--- config.mk ---
export PLATFORM = sky130hd
export DESIGN_NAME = radix_digit_converter_top
export DESIGN_NICKNAME = d
export VERILOG_FILES = /design/src/rdc_pkg.sv /design/src/rdc_divider.sv /design/src/radix_digit_converter_top.sv
export SDC_FILE = /design/constraint.sdc
export NUM_CORES = 1
export LEC_CHECK = 0
export BUFFER_PORTS_ARGS = -buffer_cell sky130_fd_sc_hd__clkbuf_2
export CORE_ASPECT_RATIO = 0.7
export CORE_MARGIN = 1.5
export CORE_UTILIZATION = 30
export CTS_CLUSTER_DIAMETER = 30
export DETAILED_ROUTE_END_ITERATION = 6
export GPL_ROUTABILITY_DRIVEN = 1
export SYNTH_ARGS = -nofsm -noshare
export SYNTH_HDL_FRONTEND = slang
export SYNTH_HIERARCHICAL = 1
export SYNTH_SLANG_ARGS = --single-unit
--- constraint.sdc ---
create_clock -name clk_i -period 2.2 [get_ports clk_i]
set_input_delay 0.22 -clock clk_i [delete_from_list [all_inputs] [get_ports clk_i]]
set_output_delay 0.22 -clock clk_i [all_outputs]
set_load 0.05 [all_outputs]
--- src/rdc_pkg.sv ---
// ----------------------------------------------------------------------------
// rdc_pkg: shared definitions for the radix digit converter
// Field widths, the radix reset value, the sequencer state type and the
// helpers that clamp the radix and map a digit to its ASCII character.
// ----------------------------------------------------------------------------
`default_nettype none

package rdc_pkg;

  localparam int MAX_DIGITS  = 64;
  localparam int RESULT_CAP  = 63;
  localparam int VALUE_W     = 63;
  localparam int RADIX_W     = 5;
  localparam int DIGIT_W     = 4;
  localparam int CHAR_W      = 7;
  localparam int COUNT_W     = 6;
  localparam int STEP_W      = $clog2(VALUE_W);

  localparam logic [RADIX_W-1:0] RADIX_RESET = RADIX_W'(10);
  localparam logic [RADIX_W-1:0] RADIX_MIN   = RADIX_W'(2);
  localparam logic [RADIX_W-1:0] RADIX_MAX   = RADIX_W'(16);
  localparam logic [CHAR_W-1:0]  CHAR_ZERO   = CHAR_W'(48);
  localparam logic [CHAR_W-1:0]  CHAR_UPPER_A = CHAR_W'(65);
  localparam logic [DIGIT_W-1:0] DIGIT_TEN   = DIGIT_W'(10);

  typedef enum logic [1:0] {
    ST_IDLE,
    ST_DIV,
    ST_READ,
    ST_SHOW
  } rdc_state_e;

  // Out-of-range radix settings saturate to the nearest legal base.
  function automatic logic [RADIX_W-1:0] eff_radix(input logic [RADIX_W-1:0] r);
    logic [RADIX_W-1:0] res;
    res = r;
    if (r < RADIX_MIN) res = RADIX_MIN;
    else if (r > RADIX_MAX) res = RADIX_MAX;
    return res;
  endfunction

  function automatic logic [CHAR_W-1:0] to_ascii(input logic [DIGIT_W-1:0] d);
    logic [CHAR_W-1:0] c;
    if (d < DIGIT_TEN) c = CHAR_ZERO + CHAR_W'(d);
    else c = CHAR_UPPER_A + CHAR_W'(d - DIGIT_TEN);
    return c;
  endfunction

endpackage

`default_nettype wire

--- src/rdc_divider.sv ---
// ----------------------------------------------------------------------------
// rdc_divider: bit-serial divider by the radix
// Restoring long division of the value by a small divisor, one quotient bit
// per cycle. Quotient and remainder are valid when done pulses.
// ----------------------------------------------------------------------------
`default_nettype none

module rdc_divider import rdc_pkg::*; (
  input  wire logic                clk_i,
  input  wire logic                rst_ni,
  input  wire logic                start_i,
  input  wire logic [VALUE_W-1:0]  dividend_i,
  input  wire logic [RADIX_W-1:0]  divisor_i,
  output logic                     done_o,
  output logic [VALUE_W-1:0]       quotient_o,
  output logic [DIGIT_W-1:0]       remainder_o
);

  logic                busy_q, busy_d;
  logic                done_q, done_d;
  logic [STEP_W-1:0]   step_q, step_d;
  logic [VALUE_W-1:0]  quot_q, quot_d;
  logic [DIGIT_W-1:0]  rem_q, rem_d;
  logic [RADIX_W-1:0]  dvs_q, dvs_d;
  logic [RADIX_W-1:0]  trial;
  logic                fits;

  // The remainder stays below the divisor, so it shifts into a 5-bit trial.
  assign trial = {rem_q, quot_q[VALUE_W-1]};
  assign fits  = (trial >= dvs_q);

  always_comb begin
    busy_d = busy_q;
    done_d = 1'b0;
    step_d = step_q;
    quot_d = quot_q;
    rem_d  = rem_q;
    dvs_d  = dvs_q;
    if (start_i) begin
      busy_d = 1'b1;
      step_d = '0;
      quot_d = dividend_i;
      rem_d  = '0;
      dvs_d  = divisor_i;
    end else if (busy_q) begin
      quot_d = {quot_q[VALUE_W-2:0], fits};
      rem_d  = fits ? DIGIT_W'(trial - dvs_q) : DIGIT_W'(trial);
      step_d = step_q + STEP_W'(1);
      if (step_q == STEP_W'(VALUE_W - 1)) begin
        busy_d = 1'b0;
        done_d = 1'b1;
      end
    end
  end

  always_ff @(posedge clk_i or negedge rst_ni) begin
    if (!rst_ni) begin
      busy_q <= 1'b0;
      done_q <= 1'b0;
      step_q <= '0;
      quot_q <= '0;
    end else begin
      busy_q <= busy_d;
      done_q <= done_d;
      step_q <= step_d;
      quot_q <= quot_d;
    end
  end

  always_ff @(posedge clk_i) begin
    rem_q <= rem_d;
    dvs_q <= dvs_d;
  end

  assign done_o      = done_q;
  assign quotient_o  = quot_q;
  assign remainder_o = rem_q;

endmodule

`default_nettype wire

--- src/radix_digit_converter_top.sv ---
// ----------------------------------------------------------------------------
// radix_digit_converter_top: integer to radix digit string
// Converts a non-negative value into ASCII digits in a configured radix.
// ----------------------------------------------------------------------------
// Usage:
//   The input channel (in_valid_i / in_stall_o) takes one value per beat.
//   Each value yields one output beat per digit, most significant first, on
//   out_valid_o / out_stall_i, each with the digit count and a last mark.
//   The user must write the radix register (radix_we_i / radix_i) only while
//   idle; the block does not check. Settings below 2 or above 16 saturate.
// Operation:
//   Every digit takes one pass of the bit-serial divider, after which its
//   remainder is stored. Emitting a digit reads the store, then presents
//   the output beat. The block takes no new value until its last digit
//   beat is accepted. A stalled output beat holds its payload until taken.
// Reset:
//   Reset returns the sequencer to idle and the radix to 10. The digit
//   store needs no clearing, since every entry read was written first.
// ----------------------------------------------------------------------------
`default_nettype none

module radix_digit_converter_top import rdc_pkg::*; #(
  parameter int MaxDigits = MAX_DIGITS
) (
  input  wire logic                clk_i,
  input  wire logic                rst_ni,
  input  wire logic                radix_we_i,
  input  wire logic [RADIX_W-1:0]  radix_i,
  input  wire logic                in_valid_i,
  output logic                     in_stall_o,
  input  wire logic [VALUE_W-1:0]  value_i,
  output logic                     out_valid_o,
  input  wire logic                out_stall_i,
  output logic [CHAR_W-1:0]        digit_char_o,
  output logic [COUNT_W-1:0]       digit_count_o,
  output logic                     is_last_o
);

  localparam int Cap   = (MaxDigits < RESULT_CAP) ? MaxDigits : RESULT_CAP;
  localparam int CntW  = $clog2(Cap + 1);
  localparam int AddrW = $clog2(MaxDigits);

  rdc_state_e          state_q, state_d;
  logic [RADIX_W-1:0]  radix_q;
  logic [CntW-1:0]     cnt_q, cnt_d, cnt_inc;
  logic [AddrW-1:0]    pos_q, pos_d;
  logic [DIGIT_W-1:0]  rd_q;
  logic [DIGIT_W-1:0]  mem [MaxDigits];
  logic                mem_we;
  logic                more;
  logic                div_start;
  logic                div_done;
  logic [VALUE_W-1:0]  div_dividend;
  logic [VALUE_W-1:0]  div_quot;
  logic [DIGIT_W-1:0]  div_rem;
  logic                out_take;

  always_ff @(posedge clk_i or negedge rst_ni) begin
    if (!rst_ni) begin
      radix_q <= RADIX_RESET;
    end else if (radix_we_i) begin
      radix_q <= radix_i;
    end
  end

  assign cnt_inc  = cnt_q + CntW'(1);
  assign more     = (div_quot != '0) && (cnt_inc < CntW'(Cap));
  assign out_take = out_valid_o && !out_stall_i;

  // Next state.
  always_comb begin
    state_d = state_q;
    unique case (state_q)
      ST_IDLE: if (in_valid_i) state_d = ST_DIV;
      ST_DIV:  if (div_done && !more) state_d = ST_READ;
      ST_READ: state_d = ST_SHOW;
      ST_SHOW: begin
        if (!out_stall_i) state_d = (pos_q == '0) ? ST_IDLE : ST_READ;
      end
      default: state_d = ST_IDLE;
    endcase
  end

  // Outputs of the sequencer.
  always_comb begin
    in_stall_o   = 1'b1;
    out_valid_o  = 1'b0;
    div_start    = 1'b0;
    mem_we       = 1'b0;
    div_dividend = div_quot;
    unique case (state_q)
      ST_IDLE: begin
        in_stall_o   = 1'b0;
        div_start    = in_valid_i;
        div_dividend = value_i;
      end
      ST_DIV: begin
        mem_we    = div_done;
        div_start = div_done && more;
      end
      ST_READ: ;
      ST_SHOW: out_valid_o = 1'b1;
      default: ;
    endcase
  end

  // Digit counter and read pointer.
  always_comb begin
    cnt_d = cnt_q;
    pos_d = pos_q;
    if (state_q == ST_IDLE && in_valid_i) begin
      cnt_d = '0;
    end else if (mem_we) begin
      cnt_d = cnt_inc;
      // The pointer starts at the digit just written, the most significant.
      pos_d = AddrW'(cnt_q);
    end else if (out_take && pos_q != '0) begin
      pos_d = pos_q - AddrW'(1);
    end
  end

  always_ff @(posedge clk_i or negedge rst_ni) begin
    if (!rst_ni) begin
      state_q <= ST_IDLE;
      cnt_q   <= '0;
      pos_q   <= '0;
    end else begin
      state_q <= state_d;
      cnt_q   <= cnt_d;
      pos_q   <= pos_d;
    end
  end

  always_ff @(posedge clk_i) begin
    if (mem_we) begin
      mem[cnt_q[AddrW-1:0]] <= div_rem;
    end
  end

  always_ff @(posedge clk_i) begin
    if (state_q == ST_READ) begin
      rd_q <= mem[pos_q];
    end
  end

  rdc_divider u_divider (
    .clk_i       (clk_i),
    .rst_ni      (rst_ni),
    .start_i     (div_start),
    .dividend_i  (div_dividend),
    .divisor_i   (eff_radix(radix_q)),
    .done_o      (div_done),
    .quotient_o  (div_quot),
    .remainder_o (div_rem)
  );

  assign digit_char_o  = to_ascii(rd_q);
  assign digit_count_o = COUNT_W'(cnt_q);
  assign is_last_o     = (pos_q == '0);

  a_store_in_range: assert property (@(posedge clk_i) disable iff (!rst_ni)
    mem_we |-> (cnt_q < CntW'(Cap)))
    else $error("digit store written past its capacity");

  a_done_in_div: assert property (@(posedge clk_i) disable iff (!rst_ni)
    div_done |-> (state_q == ST_DIV))
    else $error("divider finished outside a division pass");

  a_pos_below_count: assert property (@(posedge clk_i) disable iff (!rst_ni)
    out_valid_o |-> (CntW'(pos_q) < cnt_q))
    else $error("read pointer beyond the digits held");

  a_last_ends_run: assert property (@(posedge clk_i) disable iff (!rst_ni)
    (out_take && is_last_o) |=> (state_q == ST_IDLE))
    else $error("sequencer kept running after the last digit beat");

  a_count_holds: assert property (@(posedge clk_i) disable iff (!rst_ni)
    (out_valid_o && $past(out_valid_o)) |-> $stable(cnt_q))
    else $error("digit count changed during emission");

endmodule

`default_nettype wire

==> flow_summary.html, run 1 <==
<table>
<tr><th>Metric</th><th>Value</th></tr>
<tr><th colspan="2">Clocking</th></tr>
<tr><td>CTS tree</td><td>yes</td></tr>
<tr><td>Clock root buffer</td><td>sky130_fd_sc_hd__clkbuf_16</td></tr>
<tr><td>Number of levels the H-tree was split into</td><td>3</td></tr>
<tr><td>Total number of clock tree sinks</td><td>359</td></tr>
<tr><td>Max Root-Sink Buffers</td><td>3</td></tr>
<tr><td>TritonCTS Buffers</td><td>66</td></tr>
<tr><td>Reg clk slew, reported paths</td><td>0.05 ns</td></tr>
<tr><td>Clk Latency, worst-skew pair</td><td>approximately 0.58 ns</td></tr>
<tr><th colspan="2">Critical path</th></tr>
<tr><td>Maximum fanout along the worst path</td><td>7</td></tr>
<tr><td>Endpoint class of the critical path</td><td>flop</td></tr>
<tr><td>Start-to-end type of the worst setup path</td><td>flop to flop</td></tr>
<tr><td>Data arrival, critical path</td><td>2.94 ns</td></tr>
<tr><td>CP startpoint kind</td><td>flop</td></tr>
<tr><td>R2R Setup Slk</td><td>-0.28 ns</td></tr>
<tr><td>Worst EP required</td><td>2.66 ns</td></tr>
<tr><th colspan="2">Synthesis</th></tr>
<tr><td>Sequential share of the synthesized area</td><td>0.6309</td></tr>
<tr><td>Avg Synthesized Cell Area</td><td>14.39 um2</td></tr>
<tr><td>Fraction of synthesized cell area taken by the top area cell type</td><td>0.4878</td></tr>
<tr><td>Most instantiated library cell after synthesis</td><td>sky130_fd_sc_hd__edfxtp_1</td></tr>
<tr><td>Count of warnings emitted by yosys</td><td>6</td></tr>
<tr><td>Net count after synthesis</td><td>1222</td></tr>
<tr><td>Most common library cells after synthesis</td><td>265 x sky130_fd_sc_hd__edfxtp_1, 103 x sky130_fd_sc_hd__nand2_1, 96 x sky130_fd_sc_hd__nor2_1</td></tr>
<tr><td>Synthesized flop and latch total</td><td>359</td></tr>
<tr><td>Mapped cell area</td><td>16310 um2</td></tr>
<tr><td>Commonest register cell after synthesis</td><td>sky130_fd_sc_hd__edfxtp_1</td></tr>
<tr><td>Yosys top cell by area</td><td>sky130_fd_sc_hd__edfxtp_1</td></tr>
<tr><td>Top cells by area, synth</td><td>sky130_fd_sc_hd__edfxtp_1 49%, sky130_fd_sc_hd__dfrtp_1 13%, sky130_fd_sc_hd__mux4_2 8.4%</td></tr>
<tr><td>Synthesized netlist cell count</td><td>1134</td></tr>
<tr><td>Cell variety after synth</td><td>64</td></tr>
<tr><td>Count of flip-flops with a built-in enable after synthesis</td><td>around 270</td></tr>
<tr><td>Fraction of synthesis flops using an asynchronous set or reset pin</td><td>0.2507</td></tr>
<tr><th colspan="2">Placement</th></tr>
<tr><td>Count of input and output buffers</td><td>88</td></tr>
<tr><td>Dpl hpwl</td><td>~27000 um</td></tr>
<tr><td>Cell area after placement</td><td>around 19000 um2</td></tr>
<tr><td>Global placement routability congestion</td><td>0.8096</td></tr>
<tr><td>Place WS</td><td>-0.4491 ns</td></tr>
<tr><th colspan="2">Detailed routing</th></tr>
<tr><td>Detail Route Antenna Nets</td><td>0</td></tr>
<tr><td>Detailed router's first-iteration violation count</td><td>920</td></tr>
<tr><td>Total number of vias</td><td>10728</td></tr>
<tr><td>Drt first pass iters</td><td>6</td></tr>
<tr><td>Routed length per placed instance</td><td>18.98 um</td></tr>
<tr><td>Drt drc</td><td>0</td></tr>
<tr><td>Via-per-instance ratio</td><td>~4.8</td></tr>
<tr><td>Detailed Route WL</td><td>42300 um</td></tr>
<tr><th colspan="2">STA</th></tr>
<tr><td>Worst slack on hold paths</td><td>0.01937 ns</td></tr>
<tr><td>Achievable frequency</td><td>0.4029 GHz</td></tr>
<tr><td>Worst max-slew margin expressed relative to the limit</td><td>0.4833</td></tr>
<tr><td>Worst Skew</td><td>0.03075 ns</td></tr>
<tr><td>Unrepaired setup endpoints after global routing</td><td>yes</td></tr>
<tr><td>Fin. Hold Viols</td><td>0</td></tr>
<tr><td>Final Setup Violations</td><td>between 80 and 90</td></tr>
<tr><td>Share of the clock period used by the worst path after layout</td><td>1.128</td></tr>
<tr><td>Worst slew pin tran</td><td>0.7750 ns</td></tr>
<tr><td>Setup ws final</td><td>-0.2820 ns</td></tr>
<tr><td>Minimum clock period</td><td>2.482 ns</td></tr>
<tr><td>Final Max Tran Viols</td><td>0</td></tr>
<tr><th colspan="2">Floorplanning</th></tr>
<tr><td>Die outline area</td><td>roughly 56000 um2</td></tr>
<tr><td>Std cell rows</td><td>71</td></tr>
<tr><td>Core Footprint</td><td>approximately 54000 um2</td></tr>
<tr><td>Horizontal die dimension</td><td>281.7 um</td></tr>
<tr><td>Floorplan die height</td><td>198.1 um</td></tr>
<tr><td>Starting density of the core</td><td>0.3035</td></tr>
<tr><td>Top-Level Pins</td><td>89</td></tr>
<tr><th colspan="2">Global route</th></tr>
<tr><td>Global-route wire length before repair</td><td>63760 um</td></tr>
<tr><td>Maximum number of pins on one net before global-route repair</td><td>67</td></tr>
<tr><td>Via count of the first global-routing pass</td><td>~11000</td></tr>
<tr><td>Initial antenna violation count</td><td>0</td></tr>
<tr><td>Grt ovf</td><td>0</td></tr>
<tr><td>Total Routing Usage GR</td><td>0.1503</td></tr>
<tr><th colspan="2">Job</th></tr>
<tr><td>Number of max-capacitance violations reported</td><td>0</td></tr>
<tr><th colspan="2">Cells and area</th></tr>
<tr><td>Final Cell Area</td><td>22200 um2</td></tr>
<tr><td>Ant. Diodes</td><td>0</td></tr>
<tr><td>Layout cell share with drive strength beyond 1</td><td>0.4052</td></tr>
<tr><td>Net count, final</td><td>1532</td></tr>
<tr><td>Area added between synthesis and finish</td><td>36.11%</td></tr>
<tr><td>Share of the core filled with cells in the final layout</td><td>0.4131</td></tr>
<tr><th colspan="2">Outcome</th></tr>
<tr><td>Status</td><td>finished, violations left</td></tr>
<tr><td>Failing checks</td><td>setup timing</td></tr>
<tr><th colspan="2">Hold path</th></tr>
<tr><td>Hold/Removal Path Class</td><td>primary input to flop</td></tr>
<tr><th colspan="2">Pwr</th></tr>
<tr><td>Leakage power total</td><td>7.561 nW</td></tr>
<tr><td>Maximum vdd ir drop</td><td>between 0.0008 and 0.0009 V</td></tr>
<tr><td>Pwr per Cell Area</td><td>1385 nW/um2</td></tr>
</table>
## flip-flops by register name, indices dropped and copies added, names as in the netlist, 4 cells and up
signal and flops:
mem 256, digit_count_o 6, u_divider/dvs_q 5, rd_q 4, pos_q 6, u_divider/quotient_o 63, u_divider/step_q 6, radix_q 5
u_divider/remainder_o 4
## cell families after synthesis
kind of cell | Yosys count | share of synthesized area
and+or+nand+nor | 298 | 0.08422
buffers and inverters | 94 | 0.02784
muxes | 214 | 0.1835
adders and majority gates | 15 | 0.01197
xor gates and xnor gates | 19 | 0.01020
DFF | 359 | 0.6309
AOI/OAI and AO/OA | 135 | 0.05139
## cells in the final DEF (no fill, tap or decap), types with 8 or more instances in the layout
cell type                       count
sky130_fd_sc_hd__edfxtp_1         265
sky130_fd_sc_hd__buf_4            152
sky130_fd_sc_hd__nand2_1          101
sky130_fd_sc_hd__nor2_1            86
sky130_fd_sc_hd__mux2i_1           83
sky130_fd_sc_hd__dfrtp_1           81
sky130_fd_sc_hd__clkbuf_2          79
sky130_fd_sc_hd__clkbuf_16         71
sky130_fd_sc_hd__mux2_2            69
sky130_fd_sc_hd__o21ai_0           65
sky130_fd_sc_hd__mux4_2            61
sky130_fd_sc_hd__dlygate4sd3_1     43
sky130_fd_sc_hd__buf_12            18
sky130_fd_sc_hd__nand3_1           15
sky130_fd_sc_hd__inv_1             14
sky130_fd_sc_hd__o21ai_1           13
sky130_fd_sc_hd__clkinv_2          12
sky130_fd_sc_hd__xor2_1            11
sky130_fd_sc_hd__nor4_1            11
sky130_fd_sc_hd__nor2_2            10
sky130_fd_sc_hd__or3_1             10
sky130_fd_sc_hd__a21oi_1           10
sky130_fd_sc_hd__ha_1               9
sky130_fd_sc_hd__inv_6              9
sky130_fd_sc_hd__clkinvlp_4         8
## power by group
group	internal, W	leakage, nW	switching (W)
Clock	0.00641	1.08	0.00364
Combinational	0.00553	3.26	0.00577
Sequential	0.00866	3.21	0.000748
Total	0.0206	7.56	0.0102
## worst max-delay path: stages, from the launching register on
cell,delay [ns]
sky130_fd_sc_hd__dfrtp_1,0.39
sky130_fd_sc_hd__nor4_1,0.34
sky130_fd_sc_hd__buf_4,0.17
sky130_fd_sc_hd__nand4_1,0.07
sky130_fd_sc_hd__or4_4,0.56
sky130_fd_sc_hd__and2_4,0.16
sky130_fd_sc_hd__a21o_2,0.27
sky130_fd_sc_hd__buf_4,0.19
sky130_fd_sc_hd__nor2_1,0.14
sky130_fd_sc_hd__nor2_1,0.08
## metal layers
metal | vias up | GRT usage | part of all wire
li1 | 4953 | - | -
met1 | 5330 | 0.2182 | 0.47
met2 | 378 | 0.2178 | 0.43
met3 | 67 | 0.04295 | 0.078
met4 | 0 | 0.04102 | 0.018
met5 | - | 0 | 0
## worst paths after layout
kind / start / end / cells after the start
hold / removal: value_i[28] / u_divider/quotient_o[28] / 4
setup reg to reg: u_divider/quotient_o[41] / u_divider/busy_q / 9
setup / recovery: u_divider/quotient_o[41] / u_divider/busy_q / 9
max in group asynchronous: rst_ni / u_divider/busy_q / 3
hold reg to reg: u_divider/step_q[4] / u_divider/step_q[4] / 2
min in group asynchronous: rst_ni / u_divider/quotient_o[21] / 2
## timing repair
action	in CTS	in global routing
gates cloned	4	3
setup buffers	9	5
pin swaps	15	13
hold endpoints to repair	127	0
hold buffers	43	0
endpoints found under the setup margin	92	97
gates resized for setup	63	41
## cell type report
| type | instances | area, um2 |
|---|---|---|
| tap | 730 | 913.4 |
| clock buffer | 72 | 1737 |
| fill | 4846 | 31540 |
| multi-input combinational | 682 | 5924 |
| timing repair buffer | 314 | 2715 |
| sequential | 359 | 10310 |
| clock inverter | 50 | 504.2 |
| inverter | 21 | 98.84 |
## through the flow
stage          cells  setup TNS, ns  power, W
6_report        2228         -16.72   0.03075
5_1_grt         2228         -22.06   0.03215
4_1_cts         2220         -17.36   0.03037
3_5_place_dp    2043         -28.89   0.01921
3_3_place_gp    2043         -31.30   0.01904
2_1_floorplan   1134        -0.2312   0.01555
(Power assumes the default switching activity.)
==> run 2, diff against run 1 <==
- CORE_UTILIZATION: 30 -> 45
- HOLD_SLACK_MARGIN: not set -> 0.05
==> run 2 against run 1 <==
The run still ends with setup timing left. Cell count fell by 9.3%. Highest routed layer unchanged. Global-route usage rose by 7.9 points. Sequential cell count did not move. Non-clock buffer count rose by 61. Via count rose by 0.40%. Register-to-register slack got worse by 0.09 ns. Largest power group unchanged. Fmax fell by 3.6%.
==> flow_summary.html, run 2 (synthesized netlist as in run 1, its figures left out) <==
<table>
<tr><th>Metric</th><th>Value</th></tr>
<tr><th colspan="2">Cells and area</th></tr>
<tr><td>Fin cells</td><td>2020 (-9.3%)</td></tr>
<tr><td>Net count, final</td><td>1582 (+3.3%)</td></tr>
<tr><td>Final Cell Area</td><td>21970 um2 (-1.0%)</td></tr>
<tr><td>Largest register FFs</td><td>256 (unchanged)</td></tr>
<tr><td>Layout cell share with drive strength beyond 1</td><td>0.4130 (+0.007780)</td></tr>
<tr><td>Most used cells in the layout excluding fill and tap cells</td><td>265 x sky130_fd_sc_hd__edfxtp_1, 185 x sky130_fd_sc_hd__buf_4, 88 x sky130_fd_sc_hd__nor2_1, 83 x sky130_fd_sc_hd__mux2i_1, 81 x sky130_fd_sc_hd__dfrtp_1</td></tr>
<tr><td>Ant. Diodes</td><td>0 (unchanged)</td></tr>
<tr><td>Leading cell type in the layout, fill and taps excluded</td><td>sky130_fd_sc_hd__edfxtp_1</td></tr>
<tr><td>Area added between synthesis and finish</td><td>34.70%</td></tr>
<tr><th colspan="2">Critical path</th></tr>
<tr><td>Start-to-end type of the worst setup path</td><td>flop to flop</td></tr>
<tr><td>Endpoint class of the critical path</td><td>flop</td></tr>
<tr><td>Capturing point of the worst reg2reg path</td><td>u_divider/dvs_q[0]</td></tr>
<tr><td>Worst EP required</td><td>2.52 ns (-0.14 ns)</td></tr>
<tr><td>Maximum fanout along the worst path</td><td>23 (+16)</td></tr>
<tr><td>R2R Setup Slk</td><td>-0.38 ns (-0.09 ns)</td></tr>
<tr><td>Worst r2r path cells</td><td>7 (-2)</td></tr>
<tr><td>CP startpoint kind</td><td>flop</td></tr>
<tr><td>Critical register-to-register path startpoint</td><td>u_divider/quotient_o[56]</td></tr>
<tr><td>Data arrival, critical path</td><td>2.89 ns (-0.05 ns)</td></tr>
<tr><th colspan="2">Floorplanning</th></tr>
<tr><td>Die outline area</td><td>37420 um2 (-33%)</td></tr>
<tr><td>Horizontal die dimension</td><td>230.6 um (-18%)</td></tr>
<tr><td>Std cell rows</td><td>58 (-18%)</td></tr>
<tr><td>Core Footprint</td><td>35780 um2 (-33%)</td></tr>
<tr><td>Starting density of the core</td><td>0.4560 (+0.1524)</td></tr>
<tr><td>Floorplan die height</td><td>162.3 um (-18%)</td></tr>
<tr><td>Top-Level Pins</td><td>89 (unchanged)</td></tr>
<tr><th colspan="2">Clocking</th></tr>
<tr><td>TritonCTS Buffers</td><td>56 (-15%)</td></tr>
<tr><td>Max Root-Sink Buffers</td><td>3 (unchanged)</td></tr>
<tr><td>Clk Latency, worst-skew pair</td><td>0.58 ns (about the same)</td></tr>
<tr><td>CTS tree</td><td>yes</td></tr>
<tr><td>Number of levels the H-tree was split into</td><td>2 (-1)</td></tr>
<tr><td>Clock root buffer</td><td>sky130_fd_sc_hd__clkbuf_16</td></tr>
<tr><td>Reg clk slew, reported paths</td><td>0.05 ns (about the same)</td></tr>
<tr><td>Total number of clock tree sinks</td><td>359 (unchanged)</td></tr>
<tr><th colspan="2">Detailed routing</th></tr>
<tr><td>Drt drc</td><td>0 (unchanged)</td></tr>
<tr><td>Via-per-instance ratio</td><td>5.332 (+11%)</td></tr>
<tr><td>Routed length per placed instance</td><td>20.84 um (+9.8%)</td></tr>
<tr><td>Detailed Route WL</td><td>42090 um (-0.48%)</td></tr>
<tr><td>Detailed router's first-iteration violation count</td><td>1030 (+12%)</td></tr>
<tr><td>Drt first pass iters</td><td>6 (unchanged)</td></tr>
<tr><td>Detail Route Antenna Nets</td><td>0 (unchanged)</td></tr>
<tr><td>Total number of vias</td><td>10771 (+0.40%)</td></tr>
<tr><th colspan="2">Global route</th></tr>
<tr><td>Initial antenna violation count</td><td>0 (unchanged)</td></tr>
<tr><td>Via count of the first global-routing pass</td><td>10974 (+0.85%)</td></tr>
<tr><td>Met3 track demand over resource</td><td>0.05706 (+0.01411)</td></tr>
<tr><td>Most congested layer reported by global routing</td><td>met1</td></tr>
<tr><td>GR Layer Usage met2</td><td>0.3242 (+0.1064)</td></tr>
<tr><td>Total Routing Usage GR</td><td>0.2297 (+0.07938)</td></tr>
<tr><td>Maximum number of pins on one net before global-route repair</td><td>67 (unchanged)</td></tr>
<tr><td>Grt ovf</td><td>0 (unchanged)</td></tr>
<tr><td>Met1 layer usage reported by global route</td><td>0.3536 (+0.1353)</td></tr>
<tr><td>Global-route wire length before repair</td><td>64670 um (+1.4%)</td></tr>
<tr><th colspan="2">Pwr</th></tr>
<tr><td>Clock share of power</td><td>0.300 (-0.027)</td></tr>
<tr><td>Pwr per Cell Area</td><td>1318 nW/um2 (-4.8%)</td></tr>
<tr><td>Proportion of total power due to net switching</td><td>0.3375 (+0.007123)</td></tr>
<tr><td>Proportion of power drawn by flip-flops and latches</td><td>0.323 (+0.017)</td></tr>
<tr><td>Cell-internal power</td><td>0.01919 W (-6.8%)</td></tr>
<tr><td>Maximum vdd ir drop</td><td>0.0007077 V (-16%)</td></tr>
<tr><td>Psw</td><td>0.009776 W (-3.8%)</td></tr>
<tr><td>Leakage power total</td><td>7.615 nW (+0.70%)</td></tr>
<tr><td>Part of the total power dissipated in combinational logic</td><td>0.377 (+0.010)</td></tr>
<tr><th colspan="2">STA</th></tr>
<tr><td>Minimum clock period</td><td>2.575 ns (+0.09308 ns)</td></tr>
<tr><td>Setup ws final</td><td>-0.3751 ns (-0.09308 ns)</td></tr>
<tr><td>Worst max-slew margin expressed relative to the limit</td><td>0.4823 (-0.001023)</td></tr>
<tr><td>Final Max Tran Viols</td><td>0 (unchanged)</td></tr>
<tr><td>Worst slew pin tran</td><td>0.7749 ns (-0.0001410 ns)</td></tr>
<tr><td>Unrepaired setup endpoints after global routing</td><td>yes</td></tr>
<tr><td>Worst Skew</td><td>0.02334 ns (-0.007403 ns)</td></tr>
<tr><td>Share of the clock period used by the worst path after layout</td><td>1.171 (+0.04231)</td></tr>
<tr><td>Achievable frequency</td><td>0.3883 GHz (-3.6%)</td></tr>
<tr><td>Worst slack on hold paths</td><td>0.1774 ns (+0.1580 ns)</td></tr>
<tr><td>Final Setup Violations</td><td>88 (unchanged)</td></tr>
<tr><td>Fin. Hold Viols</td><td>0 (unchanged)</td></tr>
<tr><th colspan="2">Placement</th></tr>
<tr><td>Cell area after placement</td><td>18740 um2 (-0.52%)</td></tr>
<tr><td>Cell total after placement</td><td>1823 (-11%)</td></tr>
<tr><td>Place WS</td><td>-0.4251 ns (+0.02399 ns)</td></tr>
<tr><td>Global placement routability congestion</td><td>0.8480 (+4.7%)</td></tr>
<tr><td>Dpl hpwl</td><td>26880 um (-0.49%)</td></tr>
<tr><td>Count of input and output buffers</td><td>88 (unchanged)</td></tr>
<tr><th colspan="2">Job</th></tr>
<tr><td>Number of max-capacitance violations reported</td><td>0 (unchanged)</td></tr>
<tr><th colspan="2">Outcome</th></tr>
<tr><td>Status</td><td>finished, violations left</td></tr>
<tr><td>Failing checks</td><td>setup timing</td></tr>
<tr><th colspan="2">Hold path</th></tr>
<tr><td>Hold/Removal Path Class</td><td>primary input to asynchronous set/reset pin</td></tr>
</table>
-- run 2: changes by cell type in the layout (fill, tap and decap cells not counted), sizes merged --
cell         change
buf             +28
dlygate4sd3     +33
clkbuf          -13
inv              +4
bufinv           -1
a21o             -1
clkinvlp         -3
clkinv           -5
-- run 2: cell type report --
class / count / area [um2]
flip-flops and latches: 359 / 10320
clock buffers: 59 / 1434
clock inverters: 45 / 437.9
well taps: 480 / 600.6
inverters: 21 / 96.34
repair buffers: 375 / 3151
fillers: 2690 / 13800
multi-input cells: 681 / 5938
-- run 2: layer usage --
metal / vias to the layer above / part of all wire
met3: 66 / 0.076
met5: - / 0
li1: 5041 / -
met4: 0 / 0.018
met1: 5347 / 0.48
met2: 317 / 0.43
-- run 2: worst max-delay path by stage --
stage / start / end / slack, ns / cells after the start
detailed placement: u_divider/quotient_o[0] / u_divider/quotient_o[25] / -0.43 / 10
CTS: pos_q[0] / is_last_o / -0.36 / 8
global route: u_divider/quotient_o[0] / u_divider/remainder_o[0] / -0.48 / 10
floorplan: u_divider/quotient_o[28] / u_divider/remainder_o[0] / -0.07 / 8
global placement: u_divider/quotient_o[0] / u_divider/remainder_o[0] / -0.40 / 10
finish: u_divider/quotient_o[56] / u_divider/dvs_q[0] / -0.38 / 7
-- run 2: repair_timing --
item	CTS	global route
setup buffers	13	6
endpoints found under the setup margin	94	92
cloned	2	1
hold endpoints to repair	106	0
resized for setup	117	55
hold buffers	76	0
pin swaps	21	8
-- run 2: power groups by stage --
stage          sequential, W  clock (W)  combinational, W
3_5_place_dp         0.00954          0           0.00944
5_1_grt              0.00944    0.00913            0.0118
3_3_place_gp         0.00952          0           0.00930
4_1_cts              0.00936    0.00884            0.0106
6_report             0.00934    0.00869            0.0109
2_1_floorplan        0.00960          0           0.00594
-- run 2: stage by stage --
step	setup TNS (ns)	util	total power (W)
final	-27.20	0.6142	0.02897
after global placement	-27.50	0.5237	0.01882
after CTS	-23.16	0.6089	0.02877
after global routing	-34.72	0.6142	0.03035
after detailed placement	-29.50	0.5237	0.01898
after floorplan	-0.2312	-	0.01555
-- run 2: critical path, stage by stage, from the launching register on --
cell and delay [ns]:
sky130_fd_sc_hd__dfrtp_1 0.39, sky130_fd_sc_hd__nor4_1 0.40, sky130_fd_sc_hd__nand4_1 0.30, sky130_fd_sc_hd__or4_4 0.50, sky130_fd_sc_hd__and2_4 0.16, sky130_fd_sc_hd__a21o_4 0.23
sky130_fd_sc_hd__buf_12 0.16, sky130_fd_sc_hd__buf_12 0.16
